===== config.mk =====
export PLATFORM = sky130hd
export DESIGN_NAME = gqe_emit
export DESIGN_NICKNAME = d
export VERILOG_FILES = /design/src/rtl/glyph_quad_emitter_macros.svh /design/src/rtl/gqe_pkg.sv /design/src/rtl/gqe_emit.sv
export SDC_FILE = /design/constraint.sdc
export NUM_CORES = 1
export LEC_CHECK = 0
export BUFFER_PORTS_ARGS = -buffer_cell sky130_fd_sc_hd__buf_4
export CORE_MARGIN = 2
export CORE_UTILIZATION = 55
export DETAILED_ROUTE_END_ITERATION = 10
export HOLD_SLACK_MARGIN = 0.05
export PLACE_DENSITY_LB_ADDON = 0.15
export SYNTH_ARGS = -nofsm -noshare
export SYNTH_HDL_FRONTEND = slang
export SYNTH_SLANG_ARGS = --single-unit
export TNS_END_PERCENT = 30

===== constraint.sdc =====
create_clock -name clk -period 3.5 [get_ports clk]
set_clock_uncertainty 0.05 [all_clocks]
set_input_delay 0.7 -clock clk [delete_from_list [all_inputs] [get_ports clk]]
set_output_delay 0.7 -clock clk [all_outputs]
set_load 0.03 [all_outputs]

===== src/rtl/glyph_quad_emitter_macros.svh =====
// ----------------------------------------------------------------------------
// glyph quad emitter assertion macros
// shared concurrent checks, clocked on the rising edge, off during reset
// ----------------------------------------------------------------------------
`ifndef GLYPH_QUAD_EMITTER_MACROS_SVH
`define GLYPH_QUAD_EMITTER_MACROS_SVH

// same-cycle implication
`define GQE_ASSERT_NOW(label, clk, rst_n, ante, cons, msg) \
    label: assert property (@(posedge clk) disable iff (!rst_n) (ante) |-> (cons)) \
        else $error(msg);

// next-cycle implication
`define GQE_ASSERT_NEXT(label, clk, rst_n, ante, cons, msg) \
    label: assert property (@(posedge clk) disable iff (!rst_n) (ante) |=> (cons)) \
        else $error(msg);

`endif


===== src/rtl/gqe_pkg.sv =====
// ----------------------------------------------------------------------------
// gqe_pkg
// types, constants and the corner table of the glyph quad emitter
// ----------------------------------------------------------------------------
package gqe_pkg;

    localparam int GLYPH_COUNT_DEF = 256;
    localparam int COORD_BITS_DEF  = 16;
    localparam int OUT_BITS        = 16;
    localparam int TEX_BITS        = 9;
    localparam int VERT_CNT_BITS   = 3;

    localparam logic [VERT_CNT_BITS-1:0] LAST_VERT = 3'd5;

    localparam logic [7:0] CODE_NUL     = 8'd0;
    localparam logic [7:0] CODE_NEWLINE = 8'd10;

    typedef enum logic [1:0] {
        OP_LOAD  = 2'd0,
        OP_BEGIN = 2'd1,
        OP_CHAR  = 2'd2
    } opcode_t;

    // one glyph table entry
    typedef struct packed {
        logic [7:0] ax;
        logic [7:0] ay;
        logic [7:0] w;
        logic [7:0] h;
        logic [7:0] ox;
        logic [7:0] oy;
        logic [7:0] adv;
    } glyph_t;

    // the box of one character, handed to the vertex emitter
    typedef struct packed {
        logic                missing;
        logic [OUT_BITS-1:0] x0;
        logic [OUT_BITS-1:0] x1;
        logic [OUT_BITS-1:0] y0;
        logic [OUT_BITS-1:0] y1;
        logic [TEX_BITS-1:0] u0;
        logic [TEX_BITS-1:0] u1;
        logic [TEX_BITS-1:0] v0;
        logic [TEX_BITS-1:0] v1;
    } quad_t;

    // two triangles: corners 0,1,2 then 0,2,3
    function automatic logic [1:0] corner_of(input logic [VERT_CNT_BITS-1:0] idx);
        logic [1:0] c;
        case (idx)
            3'd0:    c = 2'd0;
            3'd1:    c = 2'd1;
            3'd2:    c = 2'd2;
            3'd3:    c = 2'd0;
            3'd4:    c = 2'd2;
            3'd5:    c = 2'd3;
            default: c = 2'd0;
        endcase
        return c;
    endfunction

endpackage


===== src/rtl/gqe_emit.sv =====
// ----------------------------------------------------------------------------
// gqe_emit
// holds one character box and walks it out as six vertices, or one
// missing-glyph result
// ----------------------------------------------------------------------------
module gqe_emit (
    input  logic                                 clk,
    input  logic                                 rst_n,
    input  logic                                 load,
    input  gqe_pkg::quad_t                       quad,
    output logic                                 free,
    output logic                                 out_valid,
    input  logic                                 out_stall,
    output logic                                 status,
    output logic signed [gqe_pkg::OUT_BITS-1:0]  pos_x,
    output logic signed [gqe_pkg::OUT_BITS-1:0]  pos_y,
    output logic [gqe_pkg::TEX_BITS-1:0]         tex_u,
    output logic [gqe_pkg::TEX_BITS-1:0]         tex_v,
    output logic                                 last
);

    gqe_pkg::quad_t                      quad_reg;
    logic                                valid_reg;
    logic                                valid_next;
    logic [gqe_pkg::VERT_CNT_BITS-1:0]   cnt_reg;
    logic [gqe_pkg::VERT_CNT_BITS-1:0]   cnt_next;
    logic [1:0]                          corner;
    logic                                right;
    logic                                bottom;
    logic                                take;

    assign corner = gqe_pkg::corner_of(cnt_reg);
    assign right  = (corner == 2'd2) || (corner == 2'd3);
    assign bottom = (corner == 2'd1) || (corner == 2'd2);

    assign last      = quad_reg.missing || (cnt_reg == gqe_pkg::LAST_VERT);
    assign out_valid = valid_reg;
    assign take      = valid_reg && !out_stall;
    assign free      = !valid_reg || (take && last);

    assign status = quad_reg.missing;
    assign pos_x  = right  ? quad_reg.x1 : quad_reg.x0;
    assign pos_y  = bottom ? quad_reg.y1 : quad_reg.y0;
    assign tex_u  = right  ? quad_reg.u1 : quad_reg.u0;
    assign tex_v  = bottom ? quad_reg.v1 : quad_reg.v0;

    always_comb
    begin
        valid_next = valid_reg;
        cnt_next   = cnt_reg;
        if (load)
        begin
            valid_next = 1'b1;
            cnt_next   = '0;
        end
        else if (take)
        begin
            if (last)
            begin
                valid_next = 1'b0;
            end
            cnt_next = cnt_reg + 1'b1;
        end
    end

    always_ff @(posedge clk or negedge rst_n)
    begin
        if (!rst_n)
        begin
            valid_reg <= 1'b0;
            cnt_reg   <= '0;
        end
        else
        begin
            valid_reg <= valid_next;
            cnt_reg   <= cnt_next;
        end
    end

    always_ff @(posedge clk)
    begin
        if (load)
        begin
            quad_reg <= quad;
        end
    end

endmodule


### Yosys cells after proc, flatten, opt, wreduce, memory -nomap -nowiden

Cells that the tools add are included.

* bits in registers: 105
* input bits: 105
* output and inout bits: 54
* logic and storage cells: 41

* add/sub/neg operators: 1
* eq/ne operators: 7
* muxes and demuxes: 10
* reductions and logical operators: 12

Operators by type and width (number)
* $mux W16: 2
* $mux W9: 2
* $eq A3 B3 Y1 const B: 2
* $mux W3: 2
* $pmux W2 S3: 1
* $eq A2 B2 Y1 const B: 2
* $logic_or A1 B1 Y1: 4
* $reduce_bool A2 Y1: 2
* $add A3 B1 Y3 const B: 1
* $eq A3 B1 Y1 const B: 1
* $eq A3 B2 Y1 const B: 1
* $mux W1: 3
* $eq A2 B1 Y1 const B: 1
* $logic_and A1 B1 Y1: 2
* $logic_not A1 Y1: 2
* $reduce_and A2 Y1: 1
* $reduce_or A2 Y1: 1

### Depth between registers and ports, before layout

* depth after elaboration: 6
* gate-level depth with buffers: 8
* gate-level depth less buffers: 5

### Worst setup path after synthesis

Ideal clock, no wire load.

* path type: flip-flop to output port
* start: register cnt_reg[1] (netlist name)
* end: output port pos_y[10] (netlist name)
* arrival: 1934 ps
* data required time: 2750 ps
* setup slack: 816 ps
* cell stages (with the launch flop): 9
* buffers on the path: 3
* cells stage by stage: dfrtp_1 > inv_1 > ha_1 > buf_4 > nor2b_1 > buf_6 > buf_6 > mux2_4 > a221o_1

* word-level cells in the longest chain between the ends: 6
* elaborated cells on any way between the ends: 10
* classes of those cells: 6 x eq/ne; 2 x mux; 2 x reduce/logical

RTL lines
* from (decl): RTL line gqe_emit.sv:25 `logic [gqe_pkg::VERT_CNT_BITS-1:0] cnt_reg;`
* from (signal assigned): RTL line gqe_emit.sv:76 `cnt_reg <= cnt_next;`
* $eq A3 B3 Y1 or $eq A3 B2 Y1 (tied branches): RTL line gqe_pkg.sv:51 `case (idx)`
* $reduce_or A2 Y1 (no line)
* $pmux W2 S3 *: RTL line gqe_pkg.sv:51
* $eq A2 B1 Y1 or $eq A2 B2 Y1 (tied branches): RTL line gqe_emit.sv:34 `assign bottom = (corner == 2'd1) || (corner == 2'd2);`
* $logic_or A1 B1 Y1 *: RTL line gqe_emit.sv:34
* $mux W16 *: RTL line gqe_emit.sv:43 `assign pos_y = bottom ? quad_reg.y1 : quad_reg.y0;`
* to (decl): RTL line gqe_emit.sv:16 `output logic signed [gqe_pkg::OUT_BITS-1:0] pos_y,`

Mark *: on every way between the ends. The rest lies on a longest branch, timed or not.

### Worst setup path after layout

* start: register cnt_reg[1] (netlist name)
* end: output port tex_v[1] (netlist name)

* word-level cells in the longest chain between the ends: 6
* elaborated cells on any way between the ends: 10
* classes of those cells: 6 x eq/ne; 2 x mux; 2 x reduce/logical

RTL lines
* $eq A3 B3 Y1 or $eq A3 B2 Y1 (tied branches): RTL line gqe_pkg.sv:51
* $reduce_or A2 Y1 (no line)
* $pmux W2 S3 *: RTL line gqe_pkg.sv:51
* $eq A2 B1 Y1 or $eq A2 B2 Y1 (tied branches): RTL line gqe_emit.sv:34
* $logic_or A1 B1 Y1 *: RTL line gqe_emit.sv:34
* $mux W9 *: RTL line gqe_emit.sv:45 `assign tex_v = bottom ? quad_reg.v1 : quad_reg.v0;`
* to (decl): RTL line gqe_emit.sv:18 `output logic [gqe_pkg::TEX_BITS-1:0] tex_v,`

Marked as above.

==> reports/metrics.csv <==
stage;metric;value;unit
timing;setup_tns;0;ps
timing;slew_headroom;0.545;
cts;postCtsHoldBufs;0;
detailed_routing;routed_wl;10000;um
yosys;synth-seq-cells;105;
timing;period_minus_slack;3210;ps
timing;fin_crit_sh;0.917;
detailed_routing;drt_iter0_drc;104;
critical_path;critPathKind;reg2out;
timing;worst_slew_pin_slew;680;ps
yosys;yosys_warnings;0;
finish;nets;573;
detailed_routing;drc_errors;0;
critical_path;crit_fanout;34;
yosys;synth_common_cells;edfxtp_1, mux2_4, nor2_1;
finish;largest_reg_flops;100;
finish;fin_util;0.739;
critical_path;cp_data_required_time;2750;ps
placement;placed_cells;555;
timing;setup_ws;292;ps
yosys;syn-num-nets;410;
floorplanning;core_region_area;8760;um2
detailed_routing;wire_per_inst;17.3;um
timing;finalHoldViolCount;0;
power;cellPowerDensity;462;nW/um2
critical_path;arrival;2460;ps
placement;place_ws;333;ps
floorplanning;die_h;99.1;um
cts;cts_buffer_depth;2;
yosys;synth.most_common_cell;edfxtp_1;
yosys;ys.flop_type;edfxtp_1;
grt;grt_start_max_net_pins;66;
yosys;async_flop_share;0.0381;
worst_hold_path;worstHoldPathType;in2async;
finish;num_antenna_cells;0;
floorplanning;io_pins;159;
placement;port_buffers;158;
cts;clockRootBuffer;clkbuf_8;
placement;post-dp-hpwl;6900;um
placement;globalplace.congestion;0.734;
power;ir_drop;322;uV
critical_path;crit_path_start_kind;flip-flop;
cts;clk_latency;330;ps
timing;setup_viol;0;
cts;clock_sinks;105;
cts;tritoncts;done;
timing;rsz0062_at_grt;false;
grt;antenna_found_initial;0;
cts;clk_pin_slew;90;ps
grt;grt_pass1_vias;3289;
yosys;postSynthCellCount;301;
floorplanning;rows;34;
critical_path;cp-end-kind;output pin;
detailed_routing;dr.pass1.iters;4;
floorplanning;start_util;0.567;
timing;max_freq;0.312;GHz
yosys;avgSynthCellArea;16.5;um2
floorplanning;die_w;99.1;um
grt;gr-usage-all-layers;0.202;
detailed_routing;via_per_inst;5.49;
cts;cts_max_level;3;
yosys;synth_largest_area_cell;edfxtp_1;
run_status;status;completed;
grt;grt-ovfl-total;0;
yosys;syn_area;4970;um2
detailed_routing;vias;3168;
grt;grt_pass1_wl;15500;um
yosys;synth_top_area_share;0.610;
detailed_routing;drtAntennaViolNets;0;
yosys;synth.area.top_cells;edfxtp_1, mux2_4, mux2i_1;
power;power;3.00;mW
run;cap_viol_max_count;0;
yosys;ys_seq_area_frac;0.630;
yosys;synth-edff-count;101;
power;p_leak;2.76;nW
finish;drive_above_1_share;0.495;
finish;syn_to_final_growth;30.3;%
floorplanning;dieArea;9810;um2
finish;fin_cells;577;
cts;numCtsBuffers;9;
yosys;synthDistinctLibCells;24;
timing;drv_slew;0;
-- per-layer routing --
| layer | routed length [um] | part of all wire | GRT usage | vias up |
|---|---|---|---|---|
| met3 | 792 | 0.079 | 0.0716 | 14 |
| li1 | - | - | - | 1524 |
| met5 | 0 | 0 | 0 | - |
| met4 | 170 | 0.017 | 0.0738 | 0 |
| met2 | 5160 | 0.52 | 0.342 | 110 |
| met1 | 3880 | 0.39 | 0.240 | 1520 |
-- through the flow --
stage / cell area [um2] / hold slack [ps]
after CTS: 6430 / 69.6
after global placement: 6260 / 449
final: 6480 / 92.9
after global routing: 6480 / 60.3
after floorplan: 4970 / 354
after detailed placement: 6260 / 453
-- final timing paths --
check                                       start                      to  slack (ps)  depth (start not counted)
max                        cnt_reg[1]$_DFFE_PN0P_                tex_v[1]         290                          7
min                                         rst_n  cnt_reg[1]$_DFFE_PN0P_          90                          1
max reg2reg                cnt_reg[1]$_DFFE_PN0P_   out_valid$_DFFE_PN0P_        2080                          5
min reg2reg                 out_valid$_DFFE_PN0P_   out_valid$_DFFE_PN0P_         540                          2
max in group asynchronous                   rst_n  cnt_reg[2]$_DFFE_PN0P_        3210                          1
min in group clk                         quad[69]  quad_reg[69]$_DFFE_PP_         480                          1
-- where the power goes --
group / total (mW) / internal [mW] / switching [mW] / leakage, nW
registers: 1.54 / 1.49 / 0.0515 / 1.04
clock network: 0.629 / 0.255 / 0.374 / 0.0835
logic: 0.828 / 0.417 / 0.411 / 1.64
-- kinds of logic after synthesis --
| logic type | count (synthesis) | share of synthesized area |
|---|---|---|
| xor gates and xnor gates | 1 | 0.00176 |
| muxes | 76 | 0.196 |
| DFF | 105 | 0.630 |
| and+or+nand+nor | 36 | 0.0305 |
| adders and majority gates | 4 | 0.0101 |
| AOI/OAI and AO/OA | 54 | 0.101 |
| buffers and inverters | 25 | 0.0305 |
-- repair_timing --
action                                  in CTS  in global routing
resized for setup                            1                  0
pin swaps                                    0                  0
buffers inserted                             0                  6
endpoints found under the setup margin      25                  1
-- layout by cell type, fill, tap and decap left out, types with 2 or more instances in the layout --
cell type,synthesis,routed
nand2b_1,3,3
edfxtp_1,101,101
buf_4,1,172
clkinv_2,0,3
dfrtp_1,4,4
a221o_1,25,25
a21oi_1,2,2
ha_1,4,3
nor2_1,29,28
mux2_4,40,40
mux2i_1,26,26
inv_1,3,3
mux2_1,10,10
buf_12,0,2
a22o_1,25,25
clkbuf_8,0,9
-- cell type report --
class	instances	area, um2
Tap cell	108	135
Sequential cell	105	3130
Fill cell	563	2290
Clock buffer	10	128
Inverter	3	11.3
Timing Repair Buffer	174	1330
Multi-Input combinational cell	171	1700
Clock inverter	6	35.0
-- worst max-delay path, stage by stage (launching register included) --
cell	delay (ps)
dfrtp_1	420
inv_1	100
ha_2	360
buf_4	470
mux2i_1	260
nor2_1	60
a221o_1	280
buf_4	170
Power figures use the tool's default switching activity.
